==> src/hdl/pcm_to_stereo16_nearest_resampler_core_defines.svh <==
// assertion helpers for the resampler core
`ifndef PCM_TO_STEREO16_NEAREST_RESAMPLER_CORE_DEFINES_SVH
`define PCM_TO_STEREO16_NEAREST_RESAMPLER_CORE_DEFINES_SVH

// plain property, checked on every rising clock edge outside reset
`define PCMRS_CHECK(label, prop) \
  label: assert property (@(posedge clk_i) disable iff (!rst_ni) prop) \
    else $error("pcmrs check failed");

// implication form
`define PCMRS_CHECK_IMPL(label, ante, cons) \
  `PCMRS_CHECK(label, (ante) |-> (cons))

`endif

==> src/hdl/pcmrs_pkg.sv <==
`timescale 1ns / 1ps
package pcmrs_pkg;

  localparam int OutputRateDefault = 44100;

  // longest run of output words per input word
  localparam int MaxRun = 6;
  localparam int CntW   = $clog2(MaxRun);

  // queue between front and back
  localparam int QueueDepth = 2;
  localparam int QPtrW      = $clog2(QueueDepth);
  localparam int QCntW      = $clog2(QueueDepth + 1);

  // configuration port
  localparam int PaddrW = 4;
  localparam logic [1:0] RegStereo  = 2'd0;
  localparam logic [1:0] RegSixteen = 2'd1;
  localparam logic [1:0] RegRate    = 2'd2;
  localparam logic [1:0] RegStatus  = 2'd3;

  localparam logic        StereoReset  = 1'b1;
  localparam logic        SixteenReset = 1'b1;
  localparam logic [15:0] RateReset    = 16'd44100;

  typedef struct packed {
    logic        stereo;
    logic        sixteen;
    logic [15:0] rate;
  } cfg_t;

  typedef struct packed {
    logic [15:0] left;
    logic [15:0] right;
  } pair_t;

  typedef struct packed {
    logic            running;
    logic            rem_fits;
    logic [CntW-1:0] count;
    logic [1:0]      skip;
  } status_t;

  typedef enum logic {
    StIdle,
    StRun
  } back_state_e;

endpackage

==> src/hdl/pcmrs_in_if.sv <==
`timescale 1ns / 1ps
interface pcmrs_in_if;
  logic        valid;
  logic        ready;
  logic [15:0] first_sample;
  logic [15:0] second_sample;

  modport source (output valid, output first_sample, output second_sample, input ready);
  modport sink (input valid, input first_sample, input second_sample, output ready);
endinterface

==> src/hdl/pcmrs_out_if.sv <==
`timescale 1ns / 1ps
interface pcmrs_out_if;
  logic               valid;
  logic               ready;
  logic signed [15:0] left_sample;
  logic signed [15:0] right_sample;
  logic               last_of_run;

  modport source (output valid, output left_sample, output right_sample,
                  output last_of_run, input ready);
  modport sink (input valid, input left_sample, input right_sample,
                input last_of_run, output ready);
endinterface

==> src/hdl/pcmrs_front.sv <==
`timescale 1ns / 1ps
module pcmrs_front (
  input  pcmrs_pkg::cfg_t  cfg_i,
  input  logic             in_valid_i,
  input  logic [15:0]      first_sample_i,
  input  logic [15:0]      second_sample_i,
  output logic             in_ready_o,
  input  logic             q_full_i,
  output logic             push_o,
  output pcmrs_pkg::pair_t push_data_o
);

  // 8-bit unsigned s -> (s - 128) * 256, 16-bit passes as is
  function automatic logic [15:0] widen(input logic [15:0] raw, input logic sixteen);
    logic [15:0] res;
    if (sixteen) begin
      res = raw;
    end else begin
      res = {raw[7:0] ^ 8'h80, 8'h00};
    end
    return res;
  endfunction

  logic [15:0] left_w;

  assign left_w           = widen(first_sample_i, cfg_i.sixteen);
  assign push_data_o.left = left_w;
  // mono copies the first channel
  assign push_data_o.right = cfg_i.stereo ? widen(second_sample_i, cfg_i.sixteen) : left_w;

  assign in_ready_o = !q_full_i;
  assign push_o     = in_valid_i && !q_full_i;

endmodule

==> src/hdl/pcmrs_queue.sv <==
`timescale 1ns / 1ps
module pcmrs_queue (
  input  logic             clk_i,
  input  logic             rst_ni,
  input  logic             push_i,
  input  pcmrs_pkg::pair_t push_data_i,
  output logic             full_o,
  input  logic             pop_i,
  output logic             valid_o,
  output pcmrs_pkg::pair_t pop_data_o
);

  localparam int Depth = pcmrs_pkg::QueueDepth;

  pcmrs_pkg::pair_t                  mem_q [Depth];
  logic [pcmrs_pkg::QPtrW-1:0]       wr_ptr_q, wr_ptr_d;
  logic [pcmrs_pkg::QPtrW-1:0]       rd_ptr_q, rd_ptr_d;
  logic [pcmrs_pkg::QCntW-1:0]       cnt_q, cnt_d;

  function automatic logic [pcmrs_pkg::QPtrW-1:0] bump(input logic [pcmrs_pkg::QPtrW-1:0] p);
    logic [pcmrs_pkg::QPtrW-1:0] r;
    if (p == pcmrs_pkg::QPtrW'(Depth - 1)) begin
      r = '0;
    end else begin
      r = p + 1'b1;
    end
    return r;
  endfunction

  assign full_o     = (cnt_q == pcmrs_pkg::QCntW'(Depth));
  assign valid_o    = (cnt_q != '0);
  assign pop_data_o = mem_q[rd_ptr_q];

  always_comb begin
    wr_ptr_d = push_i ? bump(wr_ptr_q) : wr_ptr_q;
    rd_ptr_d = pop_i ? bump(rd_ptr_q) : rd_ptr_q;
    cnt_d    = cnt_q + pcmrs_pkg::QCntW'(push_i) - pcmrs_pkg::QCntW'(pop_i);
  end

  always_ff @(posedge clk_i or negedge rst_ni) begin
    if (!rst_ni) begin
      wr_ptr_q <= '0;
      rd_ptr_q <= '0;
      cnt_q    <= '0;
    end else begin
      wr_ptr_q <= wr_ptr_d;
      rd_ptr_q <= rd_ptr_d;
      cnt_q    <= cnt_d;
    end
  end

  always_ff @(posedge clk_i) begin
    if (push_i) begin
      mem_q[wr_ptr_q] <= push_data_i;
    end
  end

endmodule

==> src/hdl/pcmrs_back.sv <==
`timescale 1ns / 1ps
module pcmrs_back #(
  parameter int OutputRate = pcmrs_pkg::OutputRateDefault
) (
  input  logic               clk_i,
  input  logic               rst_ni,
  input  pcmrs_pkg::cfg_t    cfg_i,
  input  logic               q_valid_i,
  input  pcmrs_pkg::pair_t   q_data_i,
  output logic               q_pop_o,
  output logic               out_valid_o,
  input  logic               out_ready_i,
  output logic signed [15:0] left_o,
  output logic signed [15:0] right_o,
  output logic               last_o,
  output pcmrs_pkg::status_t status_o
);

  // accumulator holds a remainder below OutputRate plus one rate step
  localparam int AccW = $clog2(OutputRate + 65536);
  localparam logic [AccW-1:0] RateLim = AccW'(OutputRate);

  pcmrs_pkg::back_state_e        state_q, state_d;
  logic [AccW-1:0]               phase_q, phase_d;
  logic [pcmrs_pkg::CntW-1:0]    count_q, count_d;
  logic [1:0]                    skip_q, skip_d;
  pcmrs_pkg::pair_t              pair_q, pair_d;
  logic                          out_valid_q, out_valid_d;
  logic [15:0]                   out_left_q, out_left_d;
  logic [15:0]                   out_right_q, out_right_d;
  logic                          out_last_q, out_last_d;

  logic [AccW-1:0] acc;
  logic [AccW-1:0] acc_rem;
  logic [AccW-1:0] head_rem;
  logic            more;
  logic            emit_ok;
  logic [31:0]     rem32;

  assign acc      = phase_q + AccW'(cfg_i.rate);
  assign acc_rem  = acc - RateLim;
  assign head_rem = phase_q - RateLim;
  assign more     = (acc < RateLim) && (count_q != pcmrs_pkg::CntW'(pcmrs_pkg::MaxRun - 1));
  assign emit_ok  = !out_valid_q || out_ready_i;
  assign rem32    = 32'(phase_q[15:0]);

  always_comb begin
    state_d     = state_q;
    phase_d     = phase_q;
    count_d     = count_q;
    skip_d      = skip_q;
    pair_d      = pair_q;
    out_valid_d = out_valid_q && !out_ready_i;
    out_left_d  = out_left_q;
    out_right_d = out_right_q;
    out_last_d  = out_last_q;
    q_pop_o     = 1'b0;

    unique case (state_q)
      pcmrs_pkg::StIdle: begin
        // whole source frames before the next output, saturated
        priority if (rem32 >= 32'(3 * OutputRate)) begin
          skip_d = 2'd3;
        end else if (rem32 >= 32'(2 * OutputRate)) begin
          skip_d = 2'd2;
        end else if (rem32 >= 32'(OutputRate)) begin
          skip_d = 2'd1;
        end else begin
          skip_d = 2'd0;
        end
        if (q_valid_i) begin
          q_pop_o = 1'b1;
          pair_d  = q_data_i;
          count_d = '0;
          state_d = pcmrs_pkg::StRun;
        end
      end
      pcmrs_pkg::StRun: begin
        if (phase_q >= RateLim) begin
          // frame skipped, no output
          phase_d = AccW'(head_rem[15:0]);
          state_d = pcmrs_pkg::StIdle;
        end else if (emit_ok) begin
          out_valid_d = 1'b1;
          out_left_d  = pair_q.left;
          out_right_d = pair_q.right;
          out_last_d  = !more;
          if (more) begin
            phase_d = acc;
            count_d = count_q + 1'b1;
          end else begin
            // end of run; a run cut at its limit drops the rest of the frame
            phase_d = (acc < RateLim) ? '0 : AccW'(acc_rem[15:0]);
            state_d = pcmrs_pkg::StIdle;
          end
        end
      end
      default: state_d = pcmrs_pkg::StIdle;
    endcase
  end

  always_ff @(posedge clk_i or negedge rst_ni) begin
    if (!rst_ni) begin
      state_q     <= pcmrs_pkg::StIdle;
      phase_q     <= '0;
      count_q     <= '0;
      skip_q      <= '0;
      out_valid_q <= 1'b0;
    end else begin
      state_q     <= state_d;
      phase_q     <= phase_d;
      count_q     <= count_d;
      skip_q      <= skip_d;
      out_valid_q <= out_valid_d;
    end
  end

  always_ff @(posedge clk_i) begin
    pair_q      <= pair_d;
    out_left_q  <= out_left_d;
    out_right_q <= out_right_d;
    out_last_q  <= out_last_d;
  end

  assign out_valid_o = out_valid_q;
  assign left_o      = $signed(out_left_q);
  assign right_o     = $signed(out_right_q);
  assign last_o      = out_last_q;

  assign status_o.running  = (state_q == pcmrs_pkg::StRun);
  assign status_o.rem_fits = (state_q == pcmrs_pkg::StRun) || (phase_q[AccW-1:16] == '0);
  assign status_o.count    = count_q;
  assign status_o.skip     = skip_q;

endmodule

==> src/hdl/pcm_to_stereo16_nearest_resampler_core.sv <==
`timescale 1ns / 1ps
// nearest-neighbor resampler: source pcm frames in, 16-bit stereo frames out
// in_i carries one source frame per word (first/second sample raw bits);
// out_o carries output frames, last_of_run marks the final one of a frame
// the apb port sets mono/stereo, 8/16-bit and the source rate; address 12
// reads the whole-frames-to-skip count; write only while the block is idle
// a source frame gives 0 to 6 output words
// a taken input word is written into the queue, popped into the back end
// as it enters its run state, and its first output word is then loaded into
// the output register; the back end takes a new frame only once the last
// run or skip is done, stepping the phase accumulator once per output word
// a 2-word queue sits between the input decode and the back end
// reset: phase remainder 0, queue and output register empty, config back to
// stereo, 16-bit, 44100 Hz
// receiver stall: the output register holds its word, the back end waits,
// the queue fills and then in_i.ready drops
module pcm_to_stereo16_nearest_resampler_core #(
  parameter int OutputRate = pcmrs_pkg::OutputRateDefault
) (
  input  logic                         clk_i,
  input  logic                         rst_ni,
  pcmrs_in_if.sink                     in_i,
  pcmrs_out_if.source                  out_o,
  input  logic                         psel,
  input  logic                         penable,
  input  logic                         pwrite,
  input  logic [pcmrs_pkg::PaddrW-1:0] paddr,
  input  logic [31:0]                  pwdata,
  output logic [31:0]                  prdata,
  output logic                         pready
);

  `include "pcm_to_stereo16_nearest_resampler_core_defines.svh"

  // configuration registers
  pcmrs_pkg::cfg_t    cfg_q, cfg_d;
  pcmrs_pkg::status_t status;
  logic               cfg_wr;
  logic [1:0]         reg_idx;

  // front to queue to back
  logic             q_full;
  logic             q_push;
  pcmrs_pkg::pair_t q_push_data;
  logic             q_valid;
  logic             q_pop;
  pcmrs_pkg::pair_t q_pop_data;

  assign pready  = 1'b1;
  assign cfg_wr  = psel && penable && pwrite;
  assign reg_idx = paddr[3:2];

  always_comb begin
    cfg_d = cfg_q;
    if (cfg_wr) begin
      unique case (reg_idx)
        pcmrs_pkg::RegStereo:  cfg_d.stereo  = pwdata[0];
        pcmrs_pkg::RegSixteen: cfg_d.sixteen = pwdata[0];
        pcmrs_pkg::RegRate:    cfg_d.rate    = pwdata[15:0];
        pcmrs_pkg::RegStatus:  cfg_d         = cfg_q;  // read only
        default:               cfg_d         = cfg_q;
      endcase
    end
  end

  always_ff @(posedge clk_i or negedge rst_ni) begin
    if (!rst_ni) begin
      cfg_q.stereo  <= pcmrs_pkg::StereoReset;
      cfg_q.sixteen <= pcmrs_pkg::SixteenReset;
      cfg_q.rate    <= pcmrs_pkg::RateReset;
    end else begin
      cfg_q <= cfg_d;
    end
  end

  // register readback
  always_comb begin
    unique case (reg_idx)
      pcmrs_pkg::RegStereo:  prdata = 32'(cfg_q.stereo);
      pcmrs_pkg::RegSixteen: prdata = 32'(cfg_q.sixteen);
      pcmrs_pkg::RegRate:    prdata = 32'(cfg_q.rate);
      pcmrs_pkg::RegStatus:  prdata = 32'(status.skip);
      default:               prdata = '0;
    endcase
  end

  // input decode: sample widening and mono copy
  pcmrs_front u_front (
    .cfg_i           (cfg_q),
    .in_valid_i      (in_i.valid),
    .first_sample_i  (in_i.first_sample),
    .second_sample_i (in_i.second_sample),
    .in_ready_o      (in_i.ready),
    .q_full_i        (q_full),
    .push_o          (q_push),
    .push_data_o     (q_push_data)
  );

  // decoded frames waiting for the back end
  pcmrs_queue u_queue (
    .clk_i       (clk_i),
    .rst_ni      (rst_ni),
    .push_i      (q_push),
    .push_data_i (q_push_data),
    .full_o      (q_full),
    .pop_i       (q_pop),
    .valid_o     (q_valid),
    .pop_data_o  (q_pop_data)
  );

  // phase accumulator and output register
  pcmrs_back #(
    .OutputRate (OutputRate)
  ) u_back (
    .clk_i       (clk_i),
    .rst_ni      (rst_ni),
    .cfg_i       (cfg_q),
    .q_valid_i   (q_valid),
    .q_data_i    (q_pop_data),
    .q_pop_o     (q_pop),
    .out_valid_o (out_o.valid),
    .out_ready_i (out_o.ready),
    .left_o      (out_o.left_sample),
    .right_o     (out_o.right_sample),
    .last_o      (out_o.last_of_run),
    .status_o    (status)
  );

  // between frames the stored remainder fits in 16 bits
  `PCMRS_CHECK(a_rem_fits, status.rem_fits)
  // a run never counts past its limit
  `PCMRS_CHECK(a_run_bound, status.count < pcmrs_pkg::CntW'(pcmrs_pkg::MaxRun))
  // a new output word only comes out of a running back end
  `PCMRS_CHECK_IMPL(a_out_from_run, $rose(out_o.valid), $past(status.running))

endmodule

==> src/flat_wrapper.sv <==
// flat-port wrapper written by rule: the top's interface ports become plain ports
module pcm_to_stereo16_nearest_resampler_core_flat 
#(
  parameter int OutputRate = pcmrs_pkg::OutputRateDefault
)
  (clk_i, rst_ni, psel, penable, pwrite, paddr, pwdata, prdata, pready, in_i_valid, in_i_first_sample, in_i_second_sample, in_i_ready, out_o_valid, out_o_left_sample, out_o_right_sample, out_o_last_of_run, out_o_ready);
  pcmrs_in_if in_i_i ();
  pcmrs_out_if out_o_i ();
  input  logic clk_i;
  input  logic rst_ni;
  input  logic psel;
  input  logic penable;
  input  logic pwrite;
  input  logic [pcmrs_pkg::PaddrW-1:0] paddr;
  input  logic [31:0] pwdata;
  output logic [31:0] prdata;
  output logic pready;
  input wire logic [$bits(in_i_i.valid)-1:0] in_i_valid;
  input wire logic [$bits(in_i_i.first_sample)-1:0] in_i_first_sample;
  input wire logic [$bits(in_i_i.second_sample)-1:0] in_i_second_sample;
  output wire logic [$bits(in_i_i.ready)-1:0] in_i_ready;
  output wire logic [$bits(out_o_i.valid)-1:0] out_o_valid;
  output wire logic [$bits(out_o_i.left_sample)-1:0] out_o_left_sample;
  output wire logic [$bits(out_o_i.right_sample)-1:0] out_o_right_sample;
  output wire logic [$bits(out_o_i.last_of_run)-1:0] out_o_last_of_run;
  input wire logic [$bits(out_o_i.ready)-1:0] out_o_ready;
  assign in_i_i.valid = in_i_valid;
  assign in_i_i.first_sample = in_i_first_sample;
  assign in_i_i.second_sample = in_i_second_sample;
  assign in_i_ready = in_i_i.ready;
  assign out_o_valid = out_o_i.valid;
  assign out_o_left_sample = out_o_i.left_sample;
  assign out_o_right_sample = out_o_i.right_sample;
  assign out_o_last_of_run = out_o_i.last_of_run;
  assign out_o_i.ready = out_o_ready;
  pcm_to_stereo16_nearest_resampler_core #(.OutputRate(OutputRate)) u_core (.clk_i(clk_i), .rst_ni(rst_ni), .in_i(in_i_i), .out_o(out_o_i), .psel(psel), .penable(penable), .pwrite(pwrite), .paddr(paddr), .pwdata(pwdata), .prdata(prdata), .pready(pready));
endmodule
==> config.mk <==
export PLATFORM = sky130hd
export DESIGN_NAME = pcm_to_stereo16_nearest_resampler_core_flat
export DESIGN_NICKNAME = d
export VERILOG_FILES = /design/src/hdl/pcmrs_pkg.sv /design/src/hdl/pcmrs_in_if.sv /design/src/hdl/pcmrs_out_if.sv /design/src/hdl/pcmrs_front.sv /design/src/hdl/pcmrs_queue.sv /design/src/hdl/pcmrs_back.sv /design/src/hdl/pcm_to_stereo16_nearest_resampler_core.sv /design/src/flat_wrapper.sv
export VERILOG_INCLUDE_DIRS = /design/src /design/src/hdl
export SDC_FILE = /design/constraint.sdc
export NUM_CORES = 1
export LEC_CHECK = 0
export BUFFER_PORTS_ARGS = -buffer_cell sky130_fd_sc_hd__buf_2
export CORE_MARGIN = 2
export CORE_UTILIZATION = 51
export DETAILED_ROUTE_END_ITERATION = 10
export PLACE_DENSITY = 0.76
export SLEW_MARGIN = 15
export SYNTH_ARGS = -nofsm -noshare
export SYNTH_HDL_FRONTEND = slang
export SYNTH_SLANG_ARGS = --single-unit
==> constraint.sdc <==
create_clock -name clk_i -period 3.49 [get_ports clk_i]
set_input_delay 0.698 -clock clk_i [delete_from_list [all_inputs] [get_ports clk_i]]
set_output_delay 0.698 -clock clk_i [all_outputs]
set_load 0.03 [all_outputs]
After elaboration in Yosys (flattened, before gate mapping) --
Memories as Yosys holds them, arrays and structs flattened. A register that Yosys moved wholly into a read port is not among the register bits. Index checks and enable logic that the tools add are counted.
Storage, ports and cells: output and inout bits 68, memories kept 1, input port bits 75, bits in writable memories 64, register bits 79, word-level logic and storage cells 90
Cells by class: muxes and demuxes 29, reduce and logical (&&, ||, !) cells 20, equal/unequal tests 9, add/sub/neg operators 8, order comparisons 5, bitwise operators 4
Memory list:
- u_core.u_queue.mem_q | depth 2, bits a word 32, read ports 1, clocked after Yosys merged registers in 1, wr ports 1, line pcmrs_queue.sv:15 | pcmrs_pkg::pair_t mem_q [Depth];
Operators with widths (number):
- case mux 32 bit (4 select lines) | 1
- 2-to-1 mux 16 bit | 4
- 2-to-1 mux 17 bit | 3
- subtractor 16 bit (second input constant) | 2
- greater-or-equal comparator 16 x 18 -> 1 bit (second input constant) | 1
- adder 17 x 16 -> 17 bit | 1
- greater-or-equal comparator 16 x 17 -> 1 bit (second input constant) | 1
- greater-or-equal comparator 17 x 16 -> 1 bit (second input constant) | 1
- less-than comparator 17 x 16 -> 1 bit (second input constant) | 1
- greater-or-equal comparator 16 bit (second input constant) | 1
- 2-to-1 mux 1 bit | 13
- 2-to-1 mux 3 bit | 4
- AND reduction 2 bit | 5
- == test 2 bit (second input constant) | 3
- inequality test 2 x 1 -> 1 bit (second input constant) | 3
- case mux 3 bit (2 select lines) | 1
- logical AND 1 bit | 5
- zero test 1 bit | 4
- 2-to-1 mux 2 bit | 2
- inverter 1 bit | 4
- AND reduction 4 bit | 1
- nonzero test 2 bit | 2
- adder 3 x 1 -> 3 bit (second input constant) | 1
- inequality test 3 bit (second input constant) | 1
- other kinds (9) | 10

Depth between registers and ports, before layout --
depth in word-level cells 7, depth in mapped cells 13, mapped depth without buffers 12

Hierarchy --
From an unflattened synthesis, not the netlist that was laid out.
Second synthesis, totals: cells, all modules 667, area, all modules 9056.2 µm²
Modules (own cells, without submodules):
- pcmrs_back | area each 4855.9 µm², instances 1, cells an instance 415
- pcmrs_queue | area each 2661.3 µm², instances 1, cells an instance 115
- pcm_to_stereo16_nearest_resampler_core | area each 1038.5 µm², instances 1, cells an instance 80
- pcmrs_front | area each 500.5 µm², instances 1, cells an instance 57

Worst setup path after synthesis --
OpenSTA, ideal clock, no wires.
path kind reg2reg, start register u_core.u_back.phase_q[3], end register u_core.u_back.phase_q[10], path buffers 1, period minus slack after synthesis 3.498 ns, required time 3.402 ns, path slack -0.008 ns, arrival 3.410 ns, stages on the path, launching flop included 11, cells stage by stage dfrtp_1 o41ai_1 nand2_1 a31o_2 nand2_1 o21a_1 nand3_1 inv_1 clkbuf_1 nand3_1 o211ai_1
Between the ends: longest elaborated chain between the ends 6
RTL lines:
- from (decl) | line pcmrs_back.sv:24 | logic [AccW-1:0] phase_q, phase_d;
- from (signal assigned) | line pcmrs_back.sv:111 | phase_q <= phase_d;
- adder 17 x 16 -> 17 bit | line pcmrs_back.sv:40 | assign acc = phase_q + AccW'(cfg_i.rate);
- subtractor 16 bit / less-than comparator 17 x 16 -> 1 bit (equally long branches) | line pcmrs_back.sv:41, pcmrs_back.sv:43, pcmrs_back.sv:93
- 2-to-1 mux 16 bit / logical AND 1 bit (equally long branches) | line pcmrs_back.sv:93, pcmrs_back.sv:43
- 2-to-1 mux 17 bit | line pcmrs_back.sv:88 | if (more) begin
- 2-to-1 mux 17 bit | line pcmrs_back.sv:83 | end else if (emit_ok) begin
- 2-to-1 mux 17 bit | line pcmrs_back.sv:79 | if (phase_q >= RateLim) begin
Parallel ways exist; a longest one is shown, timed or not. The select of a mux whose other input is x is not followed. A chain may end at the register's enable or synchronous reset.

Worst setup path in the final report --
start register u_core.u_back.phase_q[3], end register u_core.u_back.phase_q[2]
Between the ends: longest elaborated chain between the ends 6
RTL lines (line):
- adder 17 x 16 -> 17 bit | pcmrs_back.sv:40
- less-than comparator 17 x 16 -> 1 bit | pcmrs_back.sv:43, pcmrs_back.sv:93
- 2-to-1 mux 16 bit / logical AND 1 bit (equally long branches) | pcmrs_back.sv:93, pcmrs_back.sv:43
- 2-to-1 mux 17 bit | pcmrs_back.sv:88
- 2-to-1 mux 17 bit | pcmrs_back.sv:83
- 2-to-1 mux 17 bit | pcmrs_back.sv:79
Parallel ways exist; a longest one is shown, timed or not. The select of a mux whose other input is x is not followed.

==> reports/metrics.cfg <==
[run_status]
status = completed

[final_layout]
diodes = 0
nets = 934
drive_above_1_share_pct = 32.8
final_common_cell = edfxtp_1
syn2layout_area_growth_pct = 19.2
layout_common_cells = edfxtp_1 (129), buf_2 (106), mux2_2 (60), nand2_1 (42), buf_4 (40)
stdcell_count = 1068

[timing]
fin_ws_ps = 133
hold_viol = 0
setup_viol = 0
slew_headroom_pct = 36.2
tightest_slew_ps = 947
period_needed_ps = 3360
finalClockSkew_ps = 10.4
slew_violations = 0
max_freq_ghz = 0.298
fin_crit_sh_pct = 96.2

[yosys]
syn_inst = 700
synth_cell_types = 73
synth_edf_count = 129
syn_area_per_cell_um2 = 12.4
synth_area_um2 = 8710
ys_seq_area_share_pct = 57.5
yosysWarningCount = 0
async_reset_ff_share_pct = 25.9
synthFlopType = edfxtp_1
synth-seq-cells = 174

[worst_setup_path]
r2r_start = u_core.u_back.phase_q[3]
cp-end-kind = flip-flop
rr_endpoint = u_core.u_back.phase_q[2]
crit_arrival_ps = 3710
crit_fanout = 15
r2r_slack_ps = 130
startpoint_type = flip-flop
r2r_cells = 11
critPathKind = reg -> reg
required_ps = 3850

[detailed_routing]
wl_met3_um = 1030
wire_per_inst_um = 18.1
antenna_left = 0
wl_met1_um = 8470
drt_iter0_drc = 514
viasPerCell = 5.70
dr_wl_met2_um = 9490
dr_total_vias = 6090
first_pass_iters = 5
drt_drc_violations_left = 0
wl_um = 19400
top_layer_used = met5

[cts]
cts_made_buffers = 17
tritoncts = built
cts.path.max_buffers = 2
htree_levels = 4
clock_sinks = 174
worstSkewPairLatency_ps = 430
cts_root_buf = clkbuf_16
path_clk_slew_ps = 70

[power_and_ir_drop]
p_leak_nw = 4.20
irDropWorstVdd_v = 0.000724
finalPower_w = 0.0109
p_per_area_nw_per_um2 = 1050

[floorplanning]
initial_utilization_pct = 52.3
fp-row-count = 47
die_w_um = 135
die-area_um2 = 18100
die_h_um = 135
core_um2 = 16600
top_level_ports = 143

[placement]
place_congestion = 0.893
dp_worst_setup_slack_ps = 11.9
dp_hpwl_um = 13400
placedCellCount = 1035
port_buffers = 107

[flow_run]
drv_cap = 0

[global_routing]
grt_pass1_wl_um = 30700
antenna_found_initial = 1
grtUsageTotal_pct = 21.8
grt_pass1_vias = 6215
grt_max_degree = 46
grt_remaining_overflow = 0

[worst_hold_path]
holdCritPathClass = in -> async

==> critical path, stage by stage, from the launching register on <==
cell and delay [ps]:
dfrtp_1 480, ha_1 350, a21o_1 230, a21o_1 220
or4_4 500, nand4_4 150, o2111a_2 260, o311ai_4 130
a21o_1 230, buf_6 170, or4_1 480, nand3_1 80
==> cells by family after synthesis <==
kind of cell | after synthesis | share of synthesized area, %
flip-flops | 174 | 57.5
AND/OR/NAND/NOR | 193 | 11.8
buffers and inverters | 64 | 3.79
XOR/XNOR | 10 | 1.01
other | 2 | 0.0863
adder cells (fa/ha/maj) | 24 | 3.54
multiplexers | 84 | 10.7
AO/OA/AOI/OAI | 149 | 11.5
==> power breakdown <==
| part | switching (W) | internal [W] | total, W |
|---|---|---|---|
| logic | 0.00305 | 0.00207 | 0.00512 |
| clock network | 0.000873 | 0.00124 | 0.00211 |
| registers | 0.000437 | 0.00325 | 0.00369 |
==> registers in the layout, indices dropped and copies added (netlist names) <==
signal                     count
u_core.cfg_q                  18
u_core.u_back.phase_q         17
u_core.u_back.state_q          1
u_core.u_back.count_q          3
u_core.u_back.right_o         16
u_core.u_back.pair_q          32
u_core.u_back.out_valid_o      1
u_core.u_queue.rd_ptr_q        1
u_core.u_queue.mem_q          64
u_core.u_queue.cnt_q           2
u_core.u_back.last_o           1
u_core.u_queue.wr_ptr_q        1
u_core.u_back.left_o          16
u_core.u_back.skip_q           1
==> metrics by stage <==
stage               hold slack, ps  area (µm²)  utilization (%)  setup TNS [ps]
finish                         276       10400             62.3               0
global route                   316       10400             62.3           -15.3
CTS                            413       10300             61.9               0
detailed placement             405        9630             57.8               0
global placement               401        9630             57.8               0
floorplan                      400        8760                -               0
==> layer usage <==
metal | vias up | track usage [%]
li1 | 2875 | -
met2 | 196 | 36.3
met4 | 2 | 7.49
met1 | 2990 | 28.5
met5 | - | 0
met3 | 27 | 4.69
==> what timing repair did <==
action                     CTS  global route
setup endpoints to repair    2            20
gates resized for setup      1            20
hold buffers                 0             0
setup buffers                0             1
pin swaps                    0             7
==> worst max-delay path by stage <==
stage / depth (start not counted) / startpoint / end / slack [ps]
5_1_grt: 12 / u_core.cfg_q[0] / u_core.u_back.phase_q[9] / -20
4_1_cts: 13 / u_core.cfg_q[0] / u_core.u_back.phase_q[2] / 30
3_3_place_gp: 11 / u_core.u_back.phase_q[1] / u_core.u_back.phase_q[7] / 80
2_1_floorplan: 11 / u_core.u_back.phase_q[0] / u_core.u_back.phase_q[9] / 260
3_5_place_dp: 11 / u_core.u_back.phase_q[1] / u_core.u_back.phase_q[7] / 10
6_report: 11 / u_core.u_back.phase_q[3] / u_core.u_back.phase_q[2] / 130
==> cell usage after synthesis (18+ instances only) <==
cell      instances  area (µm²)
a21oi_1          43         215
nand2_1          43         161
o21ai_0          30         150
nor2_1           32         120
ha_1             23         288
edfxtp_1        129        3870
and2_1           28         175
mux2i_1          23         230
dfrtp_1          37         926
nand3_1          20         100
buf_4            18         135
clkbuf_1         20        75.1
mux2_2           60         676
==> cell type report <==
cell class,instances,area (µm²)
multi-input cells,477,3490
clock inverters,15,244
fillers,1298,6270
inverters,17,63.8
flip-flops and latches,174,5010
repair buffers,148,862
clock buffers,17,425
well taps,220,275
Power figures use the tool's default switching activity.
